<file path="src/rtl/core/pfr_pkg.sv">
package pfr_pkg;

  localparam int SCREEN_COLUMNS_DEF = 128;
  localparam int SCREEN_PAGES_DEF   = 8;
  localparam int HEADER_BYTES       = 7;

  // Command header bytes sent ahead of each page
  localparam logic [7:0] HDR_CTRL     = 8'h80;
  localparam logic [7:0] HDR_PAGE     = 8'hB0;
  localparam logic [7:0] HDR_COL_LO   = 8'h00;
  localparam logic [7:0] HDR_COL_HI   = 8'h10;
  localparam logic [7:0] HDR_START_LN = 8'h40;

  typedef enum logic [2:0] {
    OP_SET     = 3'd0,
    OP_READ    = 3'd1,
    OP_CLEAR   = 3'd2,
    OP_REFRESH = 3'd3,
    OP_NEXT    = 3'd4
  } op_e;

  typedef enum logic [1:0] {
    ST_INIT,
    ST_IDLE,
    ST_EXEC,
    ST_CLEAR
  } state_e;

  typedef struct packed {
    logic       active;
    logic       first;
    logic       last;
    logic       frame_last;
    logic       is_hdr;
    logic [7:0] hdr;
  } xfer_stat_t;

  function automatic logic [7:0] hdr_byte(input logic [2:0] idx, input logic [3:0] page);
    logic [7:0] v;
    unique case (idx)
      3'd0:    v = HDR_CTRL;
      3'd1:    v = HDR_PAGE + 8'(page);
      3'd2:    v = HDR_CTRL;
      3'd3:    v = HDR_COL_LO;
      3'd4:    v = HDR_CTRL;
      3'd5:    v = HDR_COL_HI;
      3'd6:    v = HDR_START_LN;
      default: v = HDR_CTRL;
    endcase
    return v;
  endfunction

endpackage

</file>
<file path="src/rtl/core/pfr_xfer.sv">
module pfr_xfer #(
  parameter int COLUMNS = pfr_pkg::SCREEN_COLUMNS_DEF,
  parameter int PAGES   = pfr_pkg::SCREEN_PAGES_DEF,
  localparam int AW     = $clog2(PAGES * COLUMNS)
) (
  input  logic                 clk_i,
  input  logic                 rst_ni,
  input  logic                 restart_i,
  input  logic                 advance_i,
  output pfr_pkg::xfer_stat_t  stat_o,
  output logic [AW-1:0]        addr_o
);
  import pfr_pkg::*;

  localparam int PAGE_LEN = HEADER_BYTES + COLUMNS;
  localparam int BW       = $clog2(PAGE_LEN);
  localparam int PW       = (PAGES > 1) ? $clog2(PAGES) : 1;

  logic          active_q, active_d;
  logic [PW-1:0] page_q, page_d;
  logic [BW-1:0] byte_q, byte_d;
  logic [BW-1:0] col;

  always_comb begin
    stat_o.active     = active_q;
    stat_o.first      = (byte_q == '0);
    stat_o.last       = (byte_q == BW'(PAGE_LEN - 1));
    stat_o.frame_last = stat_o.last && (page_q == PW'(PAGES - 1));
    stat_o.is_hdr     = (byte_q < BW'(HEADER_BYTES));
    stat_o.hdr        = hdr_byte(byte_q[2:0], 4'(page_q));
    // Wraps during the header, where the data byte is not used
    col    = byte_q - BW'(HEADER_BYTES);
    addr_o = AW'(32'(page_q) * COLUMNS + 32'(col));
  end

  always_comb begin
    active_d = active_q;
    page_d   = page_q;
    byte_d   = byte_q;
    if (restart_i) begin
      active_d = 1'b1;
      page_d   = '0;
      byte_d   = '0;
    end else if (advance_i) begin
      if (stat_o.last) begin
        byte_d = '0;
        if (stat_o.frame_last) begin
          active_d = 1'b0;
          page_d   = '0;
        end else begin
          page_d = page_q + 1'b1;
        end
      end else begin
        byte_d = byte_q + 1'b1;
      end
    end
  end

  always_ff @(posedge clk_i or negedge rst_ni) begin
    if (!rst_ni) begin
      active_q <= 1'b0;
      page_q   <= '0;
      byte_q   <= '0;
    end else begin
      active_q <= active_d;
      page_q   <= page_d;
      byte_q   <= byte_d;
    end
  end

endmodule

</file>
<file path="config.mk">
export PLATFORM = sky130hd
export DESIGN_NAME = pfr_xfer
export DESIGN_NICKNAME = d
export VERILOG_FILES = /design/src/rtl/core/pfr_pkg.sv /design/src/rtl/core/pfr_xfer.sv
export SDC_FILE = /design/constraint.sdc
export NUM_CORES = 1
export LEC_CHECK = 0
export BUFFER_PORTS_ARGS = -buffer_cell sky130_fd_sc_hd__buf_4
export CAP_MARGIN = 25
export CORE_MARGIN = 2
export CORE_UTILIZATION = 44
export CTS_CLUSTER_SIZE = 10
export DETAILED_ROUTE_END_ITERATION = 10
export PLACE_DENSITY = 0.67
export SYNTH_ARGS = -nofsm -noshare
export SYNTH_HDL_FRONTEND = slang
export SYNTH_SLANG_ARGS = --single-unit
</file>
<file path="constraint.sdc">
create_clock -name clk_i -period 2.3 [get_ports clk_i]
set_input_delay 0.46 -clock clk_i [delete_from_list [all_inputs] [get_ports clk_i]]
set_output_delay 0.46 -clock clk_i [all_outputs]
set_load 0.01 [all_outputs]
</file>
* Word-level counts from Yosys, hierarchy flattened
Cells that the tools add are included.
Storage, ports and cells: output and inout bits 23, input port bits 4, bits in registers 12
Operators by class: reduce and logical (&&, ||, !) cells 7, add/subtract/negate cells 5, equality and inequality tests 6, $lt $le $gt $ge 1, mux-type cells 12
Operators with widths (number):
- one-hot mux 8 bit (4 select lines) | 1
- 2-to-1 mux 8 bit | 3
- 2-to-1 mux 3 bit | 4
- adder 10 x 8 -> 10 bit | 1
- equality test 3 bit, second input constant | 3
- adder 8 x 1 -> 8 bit, second input constant | 1
- adder 8 x 3 -> 8 bit, first input constant | 1
- equality test 8 bit, second input constant | 1
- zero test 8 bit | 1
- less-than comparator 8 x 3 -> 1 bit, second input constant | 1
- subtractor 8 x 3 -> 8 bit, second input constant | 1
- nonzero test 2 bit | 3
- 2-to-1 mux 1 bit | 4
- adder 3 x 1 -> 3 bit, second input constant | 1
- equality test 3 x 1 -> 1 bit, second input constant | 1
- equality test 3 x 2 -> 1 bit, second input constant | 1
- AND reduction 3 bit | 1
- AND reduction 2 bit | 1
- logical AND 1 bit | 1

* Logic depth before layout (Yosys ltp)
depth after elaboration 6, gate-level depth with buffers 7

* Least setup slack after synthesis
Ideal clock, no wire load.
path type register -> output, start reg byte_q[4], end out stat_o[11] (netlist bit), buffers on the path 2, slack 0.214 ns, data arrival time 1.626 ns, cell stages (with the launch flop) 5, required time 1.840 ns, cell sequence dfrtp_1 buf_6 or4_4 buf_6 nor4b_1
RTL lines:
- from (decl) | RTL line pfr_xfer.sv:21 | logic [BW-1:0] byte_q, byte_d;
- from (signal assigned) | RTL line pfr_xfer.sv:67 | byte_q <= byte_d;
- to (decl) | RTL line pfr_xfer.sv:10 | output pfr_pkg::xfer_stat_t stat_o,

* Worst setup path in the final report
start reg byte_q[6], end out addr_o[9]
Between the ends: longest elaborated chain between the ends 2
Ends and longest elaborated chain:
- subtractor 8 x 3 -> 8 bit | RTL line pfr_xfer.sv:32 | col = byte_q - BW'(HEADER_BYTES);
- adder 10 x 8 -> 10 bit | RTL line pfr_xfer.sv:33 | addr_o = AW'(32'(page_q) * COLUMNS + 32'(col));
- to (decl) | RTL line pfr_xfer.sv:11 | output logic [AW-1:0] addr_o
No other way between the ends.

==> reports/results.ini <==
[pwr]
power.ir.vdd_worst_mv=0.2813
power-per-cell-area_nw_per_um2=381.2
p_leak_nw=0.5592

[clock_network]
postCtsHoldBufs=0
insertion_delay_ns=0.27
cts_tree=built
cts-root-to-sink-buffers=2
clk_pin_slew_worst_paths_ns=0.08
numClockSinks=12
clk_root_buffer_cell=sky130_fd_sc_hd__clkbuf_4
cts_buffers=3
h-tree-depth=1

[floorplanning]
initial_cell_density_of_the_core=0.4700
io_pins=27
die_height_um=49.78
core_um2=1962
fp-row-count=16
total_die_area_um2=2478
die_w_um=49.78

[sta]
setup_viol=2
share_of_the_clock_period_used_by_the_worst_path=1.014
clock-skew-final_ns=0.008915
final-hold-violation-count=0
fmax_mhz=428.7
timing_worst_slew_pin_value_ns=0.5635
rsz0062_at_grt=yes
minimum_setup_slack_in_the_final_design_ns=-0.03252
timing.setup.tns_ns=-0.04844
finalWorstPathRequiredPeriod_ns=2.333
final_max_slew_viol_count=0
timing.slew.headroom=0.6204

[routing]
remaining_drc_errors=0
vias=872
postRouteAntennaNets=0
dr.pass1.iters=4
avgRoutedWirePerCell_um=14.01
routed_wire_length_mm=2.255
detail_route.iter0.violations=16
routed_via_density=5.416

[critical_path]
worst_setup_path_start_kind=register
critPathKind=reg -> out
critPathBufInv=1
cp_top_family=flip-flops
worstPathMaxFanout=2
critical_path.slowest_cell=sky130_fd_sc_hd__dfrtp_2
cp_data_arrival_time_ns=1.87
worstPathCellList=nor4_4 > nand2_1 > xnor2_1 > ha_2 > ha_4 > xor2_1 > buf_4
critical_path.endpoint_type=primary output
cpPeakStageDelay_ns=0.44
worst-endpoint-required_ns=1.84

[layout]
final_design_area_no_fill_um2=1226
final_cell_mix=sky130_fd_sc_hd__buf_4, sky130_fd_sc_hd__a21oi_1, sky130_fd_sc_hd__o21ai_0, sky130_fd_sc_hd__dfrtp_1
layout.cells.most_common=sky130_fd_sc_hd__buf_4
nNetsFinal=147
antenna-diode-count=0
area.growth.synth_to_final_pct=32.97
layout-drive-gt1-share=0.3507
fill_cells=190

[run_status]
outcome=finished, violations left
failed_checks=negative setup slack

[global_routing]
grt_pass1_wl_mm=3.677
grt_remaining_overflow=0
grt_antenna_before_repair=0
global_route.usage.total=0.1983
maximum_number_of_pins_on_one_net_before_global_route_repair=17
grt_pass1_vias=773

[synth]
postSynth.asyncResetShare=1.000
edff_count_synth=0
post-synth-top-area-fraction=0.3256
synthesis.area_um2=922.1
mappedNetlistNets=119
syn_inst=107
synthTopCellsByArea=sky130_fd_sc_hd__dfrtp_1, sky130_fd_sc_hd__ha_1, sky130_fd_sc_hd__a21oi_1
warning_count_from_the_yosys_run=0
ys_dominant_reg_cell=sky130_fd_sc_hd__dfrtp_1
synth.ff_latch_count=12
synth_cell_type_count=32
yosys_top_cell_by_area=sky130_fd_sc_hd__dfrtp_1
seq_area_frac_synth=0.3256
average_cell_area_after_synthesis_um2=8.618

[placed_design]
place_hpwl_mm=1.548
gp_congestion=0.8093
place_area_um2=1105
place.port_buffers=25

[flow_run]
max-cap-violations=0

[hold_path]
hold_path_class=in -> async

path summary, 6_finish.rpt:
kind / start / to / slack [ns] / cells past startpoint
max in group asynchronous: rst_ni / byte_q[4] / 2.11 / 1
setup reg to reg: byte_q[6] / page_q[2] / 0.36 / 5
min in group clk_i: restart_i / byte_q[1] / 0.42 / 2
setup / recovery: byte_q[6] / addr_o[9] / -0.03 / 7
hold / removal: rst_ni / byte_q[1] / 0.006 / 1
hold reg to reg: active_q / active_q / 0.57 / 2
worst reg2reg max path, stage by stage, from the launching register on:
cell and delay [ns]:
sky130_fd_sc_hd__dfrtp_2 0.44, sky130_fd_sc_hd__buf_4 0.17, sky130_fd_sc_hd__or4_4 0.50, sky130_fd_sc_hd__buf_4 0.18
sky130_fd_sc_hd__or4_1 0.46, sky130_fd_sc_hd__a21oi_1 0.15
cell usage after synthesis, types with 2 or more instances:
cell                       count
sky130_fd_sc_hd__ha_1          8
sky130_fd_sc_hd__buf_4         2
sky130_fd_sc_hd__xnor2_1       4
sky130_fd_sc_hd__o211ai_1      2
sky130_fd_sc_hd__nor2_1        6
sky130_fd_sc_hd__inv_1         6
sky130_fd_sc_hd__buf_6         2
sky130_fd_sc_hd__o21ai_0       8
sky130_fd_sc_hd__dfrtp_1      12
sky130_fd_sc_hd__nand2_1       6
sky130_fd_sc_hd__xor2_1        5
sky130_fd_sc_hd__or4_1         3
sky130_fd_sc_hd__or3_1         3
sky130_fd_sc_hd__a21oi_1      10
sky130_fd_sc_hd__and2_1        5
sky130_fd_sc_hd__nand3_1       2
sky130_fd_sc_hd__clkbuf_1      5
sky130_fd_sc_hd__nand4_1       4
kinds of logic (layout without fill, tap and decap cells):
| family | after synthesis | in the layout | share of synthesized area |
|---|---|---|---|
| compound gates | 27 | 27 | 0.1791 |
| xor+xnor | 9 | 9 | 0.08548 |
| fa+ha+maj | 8 | 8 | 0.1086 |
| buf+inv | 16 | 43 | 0.09090 |
| flops | 12 | 12 | 0.3256 |
| other cells | 1 | 1 | 0.004067 |
| simple gates | 34 | 34 | 0.2062 |
stage by stage:
step | power (mW) | worst slack, ns | cells | utilization | hold slack, ns
2_1_floorplan | 0.2650 | 0.2138 | 107 | - | 0.1644
4_1_cts | 0.4702 | -0.04864 | 159 | 0.6052 | 0.009911
3_5_place_dp | 0.3009 | 0.1107 | 152 | 0.5631 | 0.3085
5_1_grt | 0.4941 | -0.1723 | 161 | 0.6250 | 0.006742
6_report | 0.4674 | -0.03252 | 161 | 0.6250 | 0.006010
3_3_place_gp | 0.2994 | 0.1739 | 152 | 0.5631 | 0.3092
routing by layer:
metal,track usage,part of all wire,vias to the layer above
li1,-,-,431
met1,0.2667,0.47,416
met2,0.3156,0.48,23
met3,0.03030,0.038,2
met4,0.08333,0.012,0
met5,0,0,-
cell type report:
class | count | area [um^2] | share of cell area
clock buffer | 4 | 36.28 | 0.02959
inverter | 6 | 22.52 | 0.01837
multi-input combinational | 79 | 575.6 | 0.4694
sequential | 12 | 306.5 | 0.2500
tap | 27 | 33.78 | 0.02755
timing repair buffer | 33 | 251.5 | 0.2051
where the power goes:
part	internal, mW	switching [mW]
clock network	0.0962	0.0743
logic	0.0337	0.0410
registers	0.215	0.00742
total	0.345	0.123
timing repair:
item                                    4_1_cts  5_1_grt
pin swaps                                     2        0
endpoints found under the setup margin        3        4
setup buffers                                 3        2
resized for setup                             8        5
registers in the layout (all words and copies together), names as in the netlist:
name	cells
byte_q	8
page_q	3
active_q	1
No activity file was read; power rests on OpenSTA's default activity.
